**config.mk**
```make
export PLATFORM = sky130hd
export DESIGN_NAME = adc_scan_averager_core
export DESIGN_NICKNAME = d
export VERILOG_FILES = /design/src/asa_pkg.sv /design/src/adc_scan_averager_core.sv
export SDC_FILE = /design/constraint.sdc
export NUM_CORES = 1
export LEC_CHECK = 0
export BUFFER_PORTS_ARGS = -buffer_cell sky130_fd_sc_hd__buf_2
export CAP_MARGIN = 20
export CORE_UTILIZATION = 45
export CTS_CLUSTER_DIAMETER = 100
export CTS_CLUSTER_SIZE = 25
export DETAILED_ROUTE_END_ITERATION = 10
export GPL_ROUTABILITY_DRIVEN = 0
export GPL_TIMING_DRIVEN = 0
export SYNTH_ARGS = -nofsm -noshare
export SYNTH_HDL_FRONTEND = slang
export SYNTH_SLANG_ARGS = --single-unit
```
**constraint.sdc**
```tcl
create_clock -name clk -period 3.6 [get_ports clk]
set_input_delay 0.54 -clock clk [delete_from_list [all_inputs] [get_ports clk]]
set_output_delay 0.54 -clock clk [all_outputs]
set_load 0.02 [all_outputs]
```
**src/asa_pkg.sv**
```systemverilog
package asa_pkg;

	// Storage and accumulation sizing
	localparam int MAX_SLOTS    = 8;
	localparam int LOG2_SAMPLES = 4;

	// Fixed field widths
	localparam int SAMPLE_W = 10;
	localparam int SLOT_W   = 3;
	localparam int MUX_W    = 4;
	localparam int CNT_CFG_W = 4;
	localparam int LIST_W   = 32;
	localparam int LIST_SLOTS = 8;

	// Slots that can actually hold an average: the list holds eight entries
	localparam int AVG_DEPTH = (MAX_SLOTS < LIST_SLOTS) ? MAX_SLOTS : LIST_SLOTS;

	localparam int ACC_W = SAMPLE_W + LOG2_SAMPLES;
	localparam int CNT_W = LOG2_SAMPLES + 1;

	// Stream payload widths
	localparam int IN_TDATA_W  = 16;
	localparam int OUT_TDATA_W = 16;

	// Configuration port
	localparam int CFG_IDX_W  = 1;
	localparam int CFG_DATA_W = 32;

	typedef enum logic [CFG_IDX_W-1:0] {
		REG_CHANNEL_COUNT = 1'b0,
		REG_CHANNEL_LIST  = 1'b1
	} cfg_reg_t;

	typedef enum logic {
		KIND_CONVERSION = 1'b0,
		KIND_READ       = 1'b1
	} item_kind_t;

endpackage

```
**src/adc_scan_averager_core.sv**
```systemverilog
// ADC scan averager.
// Input stream (s_axis_*): one transfer per event. tuser carries the kind
// (conversion done or read request); tdata carries the 10-bit sample in
// bits 9:0 and the slot to read in bits 12:10.
// Output stream (m_axis_*): exactly one transfer per input transfer, in order.
// tdata carries the average in bits 9:0 (zero for conversion events) and the
// mux channel of the slot now being sampled in bits 13:10.
// Configuration: cfg_wen/cfg_index/cfg_data write channel_count (index 0)
// or channel_list (index 1); write only while no event is in flight.
// The result passes the input register, then the result register, before it
// is offered on the output. Throughput: one event per cycle while the output
// is not stalled; the accumulate/store/advance update is a single pass of
// logic between those two registers.
// Reset clears the slot pointer, sample count, accumulator, all stored
// averages, channel_count to 1 and channel_list to 0.
// When the receiver stalls, the result register holds its transfer; the input
// register still takes one more event, after which s_axis_tready drops until
// the result is taken.
module adc_scan_averager_core
	import asa_pkg::*;
(
	input  logic                   clk,
	input  logic                   arst_n,
	input  logic                   s_axis_tvalid,
	output logic                   s_axis_tready,
	input  logic [IN_TDATA_W-1:0]  s_axis_tdata,  // sample[9:0], slot[12:10], zero fill
	input  logic                   s_axis_tuser,  // kind
	output logic                   m_axis_tvalid,
	input  logic                   m_axis_tready,
	output logic [OUT_TDATA_W-1:0] m_axis_tdata,  // average[9:0], mux_channel[13:10], zero fill
	input  logic                   cfg_wen,
	input  logic [CFG_IDX_W-1:0]   cfg_index,
	input  logic [CFG_DATA_W-1:0]  cfg_data
);

	// Configuration registers
	logic [CNT_CFG_W-1:0] channel_count_q;
	logic [LIST_W-1:0]    channel_list_q;

	// Scan state
	logic [ACC_W-1:0]    acc_q;
	logic [CNT_W-1:0]    count_q;
	logic [SLOT_W-1:0]   cur_slot_q;
	logic [SAMPLE_W-1:0] avg_q [AVG_DEPTH];

	// Input register
	logic                valid_s1;
	item_kind_t          kind_s1;
	logic [SAMPLE_W-1:0] sample_s1;
	logic [SLOT_W-1:0]   slot_s1;

	// Result register
	logic                   out_valid_q;
	logic [SAMPLE_W-1:0]    out_avg_q;
	logic [MUX_W-1:0]       out_mux_q;

	logic                 advance;
	logic                 do_conv;
	logic                 window_full;
	logic                 store_avg;
	logic [CNT_CFG_W-1:0] slot_limit;
	logic [CNT_CFG_W-1:0] slot_plus1;
	logic [SLOT_W-1:0]    slot_next;
	logic [SAMPLE_W-1:0]  read_avg;
	logic [SAMPLE_W-1:0]  new_avg;
	logic [MUX_W-1:0]     mux_next;

	// The stage moves forward whenever the result register is free or drained
	assign advance       = !out_valid_q || m_axis_tready;
	assign s_axis_tready = !valid_s1 || advance;

	assign do_conv     = valid_s1 && advance && (kind_s1 == KIND_CONVERSION);
	assign window_full = count_q[LOG2_SAMPLES];
	assign store_avg   = do_conv && window_full;
	assign new_avg     = acc_q[ACC_W-1:LOG2_SAMPLES];

	// Effective slot count: zero acts as one, then saturate to storage
	always_comb begin
		slot_limit = channel_count_q;
		if (slot_limit == '0) begin
			slot_limit = CNT_CFG_W'(1);
		end
		if (slot_limit > CNT_CFG_W'(AVG_DEPTH)) begin
			slot_limit = CNT_CFG_W'(AVG_DEPTH);
		end
	end

	assign slot_plus1 = {1'b0, cur_slot_q} + CNT_CFG_W'(1);

	// Wrap after the last slot; also wraps when the count was lowered mid-scan
	always_comb begin
		slot_next = cur_slot_q;
		if (store_avg) begin
			if (slot_plus1 >= slot_limit) begin
				slot_next = '0;
			end else begin
				slot_next = slot_plus1[SLOT_W-1:0];
			end
		end
	end

	// Read port of the average store; a slot without storage reads zero
	always_comb begin
		read_avg = '0;
		for (int i = 0; i < AVG_DEPTH; i++) begin
			if (slot_s1 == SLOT_W'(i)) begin
				read_avg = avg_q[i];
			end
		end
	end

	assign mux_next = channel_list_q[slot_next*MUX_W +: MUX_W];

	// Configuration writes
	always_ff @(posedge clk or negedge arst_n) begin
		if (!arst_n) begin
			channel_count_q <= CNT_CFG_W'(1);
			channel_list_q  <= '0;
		end else if (cfg_wen) begin
			case (cfg_index)
				REG_CHANNEL_COUNT: channel_count_q <= cfg_data[CNT_CFG_W-1:0];
				REG_CHANNEL_LIST:  channel_list_q  <= cfg_data[LIST_W-1:0];
				default: ;
			endcase
		end
	end

	// Input register
	always_ff @(posedge clk or negedge arst_n) begin
		if (!arst_n) begin
			valid_s1 <= 1'b0;
		end else if (s_axis_tready) begin
			valid_s1 <= s_axis_tvalid;
		end
	end

	always_ff @(posedge clk) begin
		if (s_axis_tready && s_axis_tvalid) begin
			kind_s1   <= item_kind_t'(s_axis_tuser);
			sample_s1 <= s_axis_tdata[SAMPLE_W-1:0];
			slot_s1   <= s_axis_tdata[SAMPLE_W +: SLOT_W];
		end
	end

	// Accumulate, or close the window: store, clear and step to the next slot
	always_ff @(posedge clk or negedge arst_n) begin
		if (!arst_n) begin
			acc_q      <= '0;
			count_q    <= '0;
			cur_slot_q <= '0;
			for (int i = 0; i < AVG_DEPTH; i++) begin
				avg_q[i] <= '0;
			end
		end else if (do_conv) begin
			if (!window_full) begin
				acc_q   <= acc_q + ACC_W'(sample_s1);
				count_q <= count_q + CNT_W'(1);
			end else begin
				for (int i = 0; i < AVG_DEPTH; i++) begin
					if (cur_slot_q == SLOT_W'(i)) begin
						avg_q[i] <= new_avg;
					end
				end
				acc_q      <= '0;
				count_q    <= '0;
				cur_slot_q <= slot_next;
			end
		end
	end

	// Result register
	always_ff @(posedge clk or negedge arst_n) begin
		if (!arst_n) begin
			out_valid_q <= 1'b0;
		end else if (advance) begin
			out_valid_q <= valid_s1;
		end
	end

	always_ff @(posedge clk) begin
		if (advance && valid_s1) begin
			out_avg_q <= (kind_s1 == KIND_READ) ? read_avg : '0;
			out_mux_q <= mux_next;
		end
	end

	assign m_axis_tvalid = out_valid_q;
	assign m_axis_tdata  = {{(OUT_TDATA_W-SAMPLE_W-MUX_W){1'b0}}, out_mux_q, out_avg_q};

endmodule

```
==> run metrics, run 1 <==
post-route insts no fill around 1,100; number of core rows about 50; # diodes 0; Max IR drop VDD ~0.35 mV; Mapped Area around 0.0084 mm²; Slew @ Worst Pin around 860 ps; Slew Viols, Final 0; Die H approximately 140 µm; slowest stage cell, crit path dfrtp_1; largest area contributor in the netlist dfrtp_1; DP Area around 0.0091 mm²; Final Hold Vio Count 0; Post-DRT Antenna Nets 0; synthesis-to-finish area growth 15.4%; pin count of the biggest net entering global routing 86; # nets final around 900; Synth top cells by count dfrtp_1, mux2_2, nand2_1, o21ai_0, mux2i_1; Worst setup EP type flip-flop; vias in the first global route approximately 6,400; Crit. Startpoint cur_slot_q[0]; Iteration-0 DRC Markers 445; vias ~6,200; total power density per cell area 646 mW/mm²; Sum Neg Setup Slack 0 ps; post-route worst setup slack between 100 and 150 ps; crit-path max cell delay roughly 500 ps; GR Util All Layers 0.218; sequential cell area fraction in the yosys report 0.515; clk slew on worst S/H paths approximately 70 ps; top cells by area, synth dfrtp_1, mux2_2, edfxtp_1, mux2i_1, ha_1; Synth top area share 0.413; Slew HR 0.425; net switching power between 2 and 2.5 mW; Combinational Power Share 0.293; die area between 0.015 and 0.02 mm²; most numerous cell in the Yosys netlist dfrtp_1; Sequential Power Share 0.397; Clk pwr share 0.310; Final Instance Area 0.00973 mm²; Initial Util 0.465; crit path cell chain ha_1, ha_1, inv_1, ha_1, o21a_1, nor2_1, clkbuf_1, nor3_1, nand3b_1, mux2i_1, mux2i_1; Clk Latency, worst-skew pair roughly 430 ps; R2R Path Start cur_slot_q[0]; core box area between 0.015 and 0.02 mm²; Yosys reg bits about 170; Buf/Inv on CP 2; H-tree levels 4; placed cells 1,034; Yosys warnings 0; WP data arrival ~3600 ps; Worst R2R Path Depth 11; antenna violations before repair 0; Ports 73; pre-CTS setup slack around 6.5 ps; maxcap violations 0; period utilization 0.961; IO buf count 67; Mean Syn Cell Area roughly 11 µm²; total grt overflow 0; dpl hpwl between 10 and 15 mm; first-pass GRT wire length roughly 33 mm; leakage ~4.5 nW; internal power roughly 4.2 mW; critical path class flip-flop to flip-flop; Reg2Reg Capture Point out_mux_q[2]; Async SR Flop Fraction 0.833; drt total wl ~20 mm; Max clock buf depth 2; per-cell routed wire length around 19 µm; WP data required 3770 ps; Sw Ratio 0.338; f_max ~0.29 GHz; Tmin final ~3500 ps; clock skew after layout around 7.1 ps; hold crit path type input port to asynchronous set/reset pin; DRC 0; CTS Buf Count 17; status completed; Crit path max-delay family adder cells; EDFF count, synth 28; CTS sink cnt 168; post-synth cell types 49; final setup vio count 0; Clock Tree Root clkbuf_16; proportion of layout cells with a drive suffix above 1 0.284; Vias/cell roughly 5.8; CTS tree done; most used cell, CP ha_1; synthesized instance count 736; setup repair after global routing missed its margin no; peak fanout along the critical path 10; Primary FF master, synth dfrtp_1; total power 6.29 mW; drt first pass iters 7; Setup crit start kind flip-flop; flop-to-flop setup slack approximately 140 ps; Die W approximately 140 µm; Hold Buf Count CTS 0
==> cell type report <==
| type | count | area (µm²) |
|---|---|---|
| Fill cell | 1561 | 8410 |
| Buffer | 50 | 221 |
| Inverter | 27 | 106 |
| Sequential cell | 168 | 4350 |
| Multi-Input combinational cell | 491 | 3760 |
| Tap cell | 229 | 287 |
| Clock inverter | 12 | 173 |
| Timing Repair Buffer | 70 | 384 |
| Clock buffer | 20 | 457 |
==> sequential cells by signal, indices dropped and copies added (netlist names), 3 cells and up <==
name             flops
out_mux_q            4
out_avg_q           10
cur_slot_q           3
channel_count_q      4
avg_q               80
slot_s1              3
channel_list_q      32
acc_q               14
sample_s1           10
count_q              5
==> power by group through the flow <==
stage	Combinational [mW]	Clock, mW	Sequential (mW)
final	1.84	1.95	2.50
after CTS	1.78	1.98	2.50
after global placement	1.69	0	2.51
after global routing	2.02	2.07	2.54
after detailed placement	1.77	0	2.53
after floorplan	1.29	0	2.45
==> cells by family (layout without fill, tap and decap cells) <==
kind of cell / after synthesis / in the layout / synth area share
other: 1 / 2 / 0.000445
AO/OA/AOI/OAI: 165 / 165 / 0.133
flip-flops: 168 / 168 / 0.515
adder cells (fa/ha/maj): 22 / 22 / 0.0335
XOR/XNOR: 8 / 8 / 0.00831
multiplexers: 141 / 141 / 0.184
AND/OR/NAND/NOR: 153 / 153 / 0.0864
buffers and inverters: 78 / 179 / 0.0390
==> metal layers <==
layer | part of all wire | track usage | routed length [µm]
met1 | 0.47 | 0.304 | 9460
met2 | 0.47 | 0.350 | 9310
met3 | 0.044 | 0.0369 | 875
met4 | 0.017 | 0.0649 | 330
met5 | 0 | 0 | 0
==> worst register-to-register path: cells and delay by family, from the launching register on <==
kind,cells,cell delay (ps)
flops,1,500
buf+inv,2,530
simple gates,3,780
fa+ha+maj,3,870
compound gates,1,180
mux,2,350
==> layout by cell type, fill, tap and decap left out, types with 15 or more instances in the layout <==
cell       netlist  final
dfrtp_1        139    139
mux2_2         110    110
buf_2           19     85
nand2_1         64     64
o21ai_0         39     39
mux2i_1         31     31
a21oi_1         30     30
edfxtp_1        28     28
nor2_1          27     27
inv_1           26     26
clkbuf_1        23     21
ha_1            21     21
clkbuf_16        0     17
nand2b_1        16     16
nor3_1          15     15
==> timing repair <==
action | in CTS | in global routing
pin swaps | 0 | 1
endpoints found under the setup margin | 3 | 3
resized for setup | 0 | 4
setup buffers | 0 | 2
gates cloned | 0 | 0
endpoints found under the hold margin | 0 | 0
==> worst max-delay path by stage <==
stage | depth (start not counted) | slack, ps | endpoint
6_report | 11 | 140 | out_mux_q[2]
3_5_place_dp | 10 | 6 | out_mux_q[0]
3_3_place_gp | 1 | 20 | channel_list_q[8]
5_1_grt | 11 | 9 | out_mux_q[2]
2_1_floorplan | 10 | 700 | out_mux_q[0]
4_1_cts | 9 | 180 | out_mux_q[0]
==> per-stage QoR <==
| step | util | hold WS [ps] |
|---|---|---|
| 2_1_floorplan | - | 244 |
| 3_3_place_gp | 0.499 | 456 |
| 3_5_place_dp | 0.501 | 470 |
| 4_1_cts | 0.535 | 89.4 |
| 5_1_grt | 0.536 | 114 |
| 6_report | 0.536 | 72.6 |
Note: power is estimated with default switching activity, not from simulation.
==> inputs of run 2 (changes only) <==
==> constraint.sdc (replaced) <==
create_clock -name clk -period 3.6 [get_ports clk]
set_input_delay 0.36 -clock clk [delete_from_list [all_inputs] [get_ports clk]]
set_output_delay 0.36 -clock clk [all_outputs]
set_load 0.02 [all_outputs]
==> run 2 against run 1 <==
  * Utilization up 0.055 points
  * Setup slack better by 6.4 ps
  * Power about the same
  * Combinational power about the same
  * Clock power about the same
  * Via count up 0.31%
  * Worst hold slack better by 32 ps
  * Critical endpoint unchanged
  * Largest cell class unchanged
==> run metrics, run 2 (synthesized netlist as in run 1, its figures left out) <==
status completed (unchanged); antenna violations before repair 0 (unchanged); Clk Latency, worst-skew pair 430 ps (about the same); Final Hold Vio Count 0 (unchanged); total power 6.29 mW (about the same); period utilization 0.959 (was 0.961); first-pass GRT wire length 33.2 mm (unchanged); setup repair after global routing missed its margin no (unchanged); # diodes 0 (unchanged); IO buf count 67 (unchanged); proportion of layout cells with a drive suffix above 1 0.284 (about the same); crit-path max cell delay 510 ps (was 500 ps); synthesis-to-finish area growth 15.6% (was 15.4%); Die W 139 µm (unchanged); Hold Slack 105 ps (was 72.6 ps); Worst setup EP type flip-flop (unchanged); Iteration-0 DRC Markers 416 (was 445); placed cells 1,034 (unchanged); total power density per cell area 645 mW/mm² (was 646 mW/mm²); Setup crit start kind flip-flop (unchanged); DP Area 0.00909 mm² (unchanged); drt first pass iters 7 (unchanged); crit path cell chain ha_1, ha_1, inv_1, ha_1, o21a_1, nor2_1, clkbuf_1, nor3_1, nand3b_1, mux2i_1, mux2i_1 (unchanged); GR Util All Layers 0.218 (unchanged); HP Start s_axis_tdata[12]; Reg with most FFs avg_q (unchanged); critical path class flip-flop to flip-flop (unchanged); Sum Neg Setup Slack 0 ps (unchanged); biggest registers after layout avg_q: 80 flops, channel_list_q: 32 flops, acc_q: 14 flops (unchanged); Slew HR 0.413 (was 0.425); CTS Buf Count 17 (unchanged); CTS sink cnt 168 (unchanged); Clock Tree Root clkbuf_16 (unchanged); Buf/Inv on CP 2 (unchanged); post-route worst setup slack 146 ps (was 140 ps); pre-CTS setup slack 6.47 ps (unchanged); f_max 0.290 GHz (was 0.289 GHz); Tmin final 3450 ps (was 3460 ps); dpl hpwl 14.0 mm (unchanged); Sequential Area 0.00435 mm² (unchanged); total grt overflow 0 (unchanged); Final Instance Area 0.00974 mm² (was 0.00973 mm²); die area 0.0193 mm² (unchanged); Reg2Reg Capture Point out_mux_q[2] (unchanged); R2R Path Start cur_slot_q[0] (unchanged); Worst R2R Path Depth 11 (unchanged); maxcap violations 0 (unchanged); final core utilization 0.537 (was 0.536); pin count of the biggest net entering global routing 86 (unchanged); Hold Path Cell Cnt 1; peak fanout along the critical path 10 (unchanged); slowest stage cell, crit path nor2_1 (was dfrtp_1); WP data arrival 3620 ps (was 3630 ps); number of core rows 49 (unchanged); Initial Util 0.465 (unchanged); final setup vio count 0 (unchanged); H-tree levels 4 (unchanged); Fill cells 1,562 (was 1,561); per-cell routed wire length 18.7 µm (about the same); Max clock buf depth 2 (unchanged); most frequent cells in the layout dfrtp_1, mux2_2, buf_2 (unchanged); vias 6,245 (was 6,226); Slew Viols, Final 0 (unchanged); core box area 0.0181 mm² (unchanged); clock skew after layout 6.16 ps (was 7.08 ps); Die H 139 µm (unchanged); vias in the first global route 6,392 (unchanged); Max IR drop VDD 0.344 mV (was 0.347 mV); drt total wl 20.0 mm (about the same); WP data required 3760 ps (was 3770 ps); commonest non-fill, non-tap cell in the layout dfrtp_1 (unchanged); most used cell, CP ha_1 (unchanged); Crit path max-delay family adder cells (unchanged); Post-DRT Antenna Nets 0 (unchanged); flop-to-flop setup slack 150 ps (was 140 ps); clk slew on worst S/H paths 70 ps (about the same); Worst Hold Path EP slot_s1[2]; multi-input logic area 0.00376 mm² (unchanged); # nets final 903 (was 902); Vias/cell 5.85 (was 5.84); DRC 0 (unchanged); hold crit path type input port to flip-flop (was input port to asynchronous set/reset pin); Largest register FFs 80 (unchanged); Slew @ Worst Pin 881 ps (was 863 ps); CTS tree done (unchanged); post-route insts no fill 1,068 (was 1,067); Ports 73 (unchanged); leakage 4.47 nW (was 4.46 nW)
==> run 2: changes by cell type in the layout (fill, tap and decap cells not counted) <==
cell and delta:
dlygate4sd3_1 +1
==> run 2: worst max path at each step <==
stage                     slack [ps]     startpoint            to  depth (start not counted)
after global placement            80  cur_slot_q[0]  out_mux_q[0]                         10
after detailed placement           6  cur_slot_q[0]  out_mux_q[0]                         10
after floorplan                  700  cur_slot_q[0]  out_mux_q[0]                         10
after CTS                        180  cur_slot_q[0]  out_mux_q[0]                          9
final                            150  cur_slot_q[0]  out_mux_q[2]                         11
after global routing               9  cur_slot_q[0]  out_mux_q[2]                         11
==> run 2: routing by layer <==
layer	up-vias	track usage	wire, µm
met2	196	0.350	9420
met5	-	0	0
met4	0	0.0649	318
met1	3136	0.304	9390
met3	35	0.0366	856
li1	2878	-	-
==> run 2: layout make-up <==
| cell class | instances | share of cell area |
|---|---|---|
| repair buffers | 71 | 0.0404 |
| flip-flops and latches | 168 | 0.446 |
| clock buffers | 20 | 0.0469 |
| inverters | 27 | 0.0109 |
| plain buffers | 50 | 0.0227 |
| well taps | 229 | 0.0294 |
| multi-input cells | 491 | 0.386 |
| clock inverters | 12 | 0.0177 |
==> run 2: where the power goes <==
part / leakage [nW] / total [mW] / internal (mW) / switching [mW]
registers: 2.09 / 2.50 / 2.22 / 0.278
clock network: 0.308 / 1.95 / 1.20 / 0.750
logic: 2.07 / 1.84 / 0.753 / 1.09
==> run 2: what timing repair did <==
item | in CTS | in global routing
hold endpoints to repair | 55 | 0
endpoints found under the setup margin | 3 | 3
resized for setup | 0 | 4
setup buffers | 0 | 2
pin swaps | 0 | 1
hold buffers | 1 | 0
==> inputs of run 3 (changes only) <==
--- a/config.mk
+++ b/config.mk
@@ -13,6 +13,7 @@
 export DETAILED_ROUTE_END_ITERATION = 10
 export GPL_ROUTABILITY_DRIVEN = 0
 export GPL_TIMING_DRIVEN = 0
+export PLACE_DENSITY = 0.67
 export SYNTH_ARGS = -nofsm -noshare
 export SYNTH_HDL_FRONTEND = slang
 export SYNTH_SLANG_ARGS = --single-unit
==> run 3 against run 2 <==
  * Clock power decreased by 9%
  * Critical endpoint is now out_mux_q[0]
  * Final cell count fell by 0.19%
  * Power down 4.1%
  * Register-to-register slack improved by 30 ps
  * Clock-buffer cell count shrank 3
  * Combinational power fell by 4%
  * Global-route usage is 0.91 points lower
  * Largest power group unchanged
  * Critical path depth shrank 2
  * Critical path type unchanged
==> run metrics, run 3 (synthesized netlist as in run 1, its figures left out) <==
Final Hold Vio Count 0 (unchanged); first-pass GRT wire length 31.3 mm (was 33.2 mm); total power density per cell area 624 mW/mm² (was 645 mW/mm²); Tmin final 3420 ps (was 3450 ps); die area 0.0193 mm² (unchanged); H-tree levels 4 (unchanged); dpl hpwl 13.1 mm (was 14.0 mm); CTS tree done (unchanged); Slew @ Worst Pin 912 ps (was 881 ps); Fill cells 1,593 (was 1,562); DP Area 0.00909 mm² (unchanged); critical path class flip-flop to flip-flop (unchanged); GR Util All Layers 0.209 (was 0.218); Reg with most FFs avg_q (unchanged); pre-CTS setup slack 68.5 ps (was 6.47 ps); Vias/cell 5.67 (was 5.85); proportion of layout cells with a drive suffix above 1 0.282 (was 0.284); Die W 139 µm (unchanged); core box area 0.0181 mm² (unchanged); peak fanout along the critical path 12 (was 10); wire length on met2 8.66 mm (was 9.42 mm); leakage 4.41 nW (was 4.47 nW); commonest non-fill, non-tap cell in the layout dfrtp_1 (unchanged); post-route worst setup slack 176 ps (was 146 ps); Setup crit start kind flip-flop (unchanged); DRC 0 (unchanged); # diodes 0 (unchanged); clk slew on worst S/H paths 70 ps (about the same); Sum Neg Setup Slack 0 ps (unchanged); period utilization 0.951 (was 0.959); drt total wl 18.9 mm (was 20.0 mm); vias in the first global route 6,058 (was 6,392); Slew Viols, Final 0 (unchanged); Max IR drop VDD 0.359 mV (was 0.344 mV); antenna violations before repair 0 (unchanged); per-cell routed wire length 17.7 µm (was 18.7 µm); Hold Slack 92.6 ps (was 105 ps); Slew HR 0.392 (was 0.413); Worst setup EP type flip-flop (unchanged); Initial Util 0.465 (unchanged); Iteration-0 DRC Markers 480 (was 416); final setup vio count 0 (unchanged); CTS Buf Count 17 (unchanged); met1 WL 9.11 mm (was 9.39 mm); drt first pass iters 7 (unchanged); status completed (unchanged); synthesis-to-finish area growth 14.6% (was 15.6%); number of core rows 49 (unchanged); WP data arrival 3600 ps (was 3620 ps); Clk Latency, worst-skew pair 440 ps (was 430 ps); biggest registers after layout avg_q: 80 flops, channel_list_q: 32 flops, acc_q: 14 flops (unchanged); post-cts resize count 0 (unchanged); clock skew after layout 11.5 ps (was 6.16 ps); maxcap violations 0 (unchanged); # nets final 901 (was 903); Largest register FFs 80 (unchanged); Die H 139 µm (unchanged); f_max 0.292 GHz (was 0.290 GHz); setup repair after global routing missed its margin no (unchanged); Highest Signal Layer met4 (unchanged); Post-DRT Antenna Nets 0 (unchanged); WP data required 3780 ps (was 3760 ps); Max clock buf depth 2 (unchanged); pin count of the biggest net entering global routing 84 (was 86); Final Instance Area 0.00967 mm² (was 0.00974 mm²); total grt overflow 0 (unchanged); met3 WL 778 µm (was 856 µm); most frequent cells in the layout dfrtp_1, mux2_2, buf_2 (unchanged); Ports 73 (unchanged); vias 6,047 (was 6,245); placed cells 1,034 (unchanged); CTS sink cnt 168 (unchanged); Clock Tree Root clkbuf_16 (unchanged); hold crit path type input port to flip-flop (unchanged); IO buf count 67 (unchanged); post-route insts no fill 1,066 (was 1,068)
[run 3: cell types whose count changed in the layout (fill, tap and decap cells not counted), moves of 2 or more]
| cell | before | now |
|---|---|---|
| inv_6 | 1 | 3 |
| clkinv_4 | 3 | 6 |
| buf_4 | 4 | 2 |
| clkinvlp_4 | 1 | 3 |
| clkbuf_2 | 2 | 0 |
| bufinv_16 | 4 | 1 |
| clkbuf_8 | 2 | 0 |
[run 3: timing repair]
| item | 4_1_cts | 5_1_grt |
|---|---|---|
| endpoints found under the hold margin | 56 | 0 |
| setup endpoints to repair | 0 | 4 |
| buffers inserted | 0 | 0 |
| hold buffers | 1 | 0 |
[run 3: routing by layer]
layer / vias to the layer above / track usage
met5: - / 0
met4: 0 / 0.0795
met3: 24 / 0.0383
met2: 157 / 0.322
met1: 2979 / 0.294
li1: 2887 / -
[run 3: report_power, final]
part	internal (mW)	switching [mW]	leakage, nW
clock network	0.964	0.809	0.272
logic	0.717	1.05	2.06
registers	2.22	0.269	2.09
total	3.90	2.13	4.41
[run 3: critical path, cell delays in order (launching register included)]
cell       delay, ps
dfrtp_1          530
inv_1            300
ha_1             390
ha_1             340
a2111oi_4        580
clkbuf_1         420
nor3_1           100
nand3b_1         190
mux2i_1          190
mux2i_1          110
[run 3: final timing paths]
check | start | slack [ps] | end | cells after the start
setup reg to reg | cur_slot_q[0] | 180 | out_mux_q[0] | 9
max in group asynchronous | arst_n | 2340 | avg_q[60] | 3
min in group asynchronous | arst_n | 460 | avg_q[26] | 2
hold reg to reg | avg_q[28] | 480 | avg_q[28] | 2
hold / removal | s_axis_tdata[12] | 90 | slot_s1[2] | 1
setup / recovery | cur_slot_q[0] | 180 | out_mux_q[0] | 9
[run 3: stage by stage]
step | util | total power, mW
floorplan | - | 3.75
global placement | 0.499 | 4.22
detailed placement | 0.501 | 4.26
CTS | 0.533 | 6.06
global route | 0.533 | 6.39
finish | 0.533 | 6.03
[run 3: final cells by class]
| type | instances | area [µm²] | share of cell area |
|---|---|---|---|
| Clock inverter | 15 | 144 | 0.0149 |
| Buffer | 50 | 219 | 0.0227 |
| Timing Repair Buffer | 69 | 379 | 0.0392 |
| Inverter | 27 | 106 | 0.0110 |
| Multi-Input combinational cell | 491 | 3760 | 0.389 |
| Clock buffer | 17 | 425 | 0.0440 |
| Tap cell | 229 | 287 | 0.0296 |
| Sequential cell | 168 | 4350 | 0.450 |
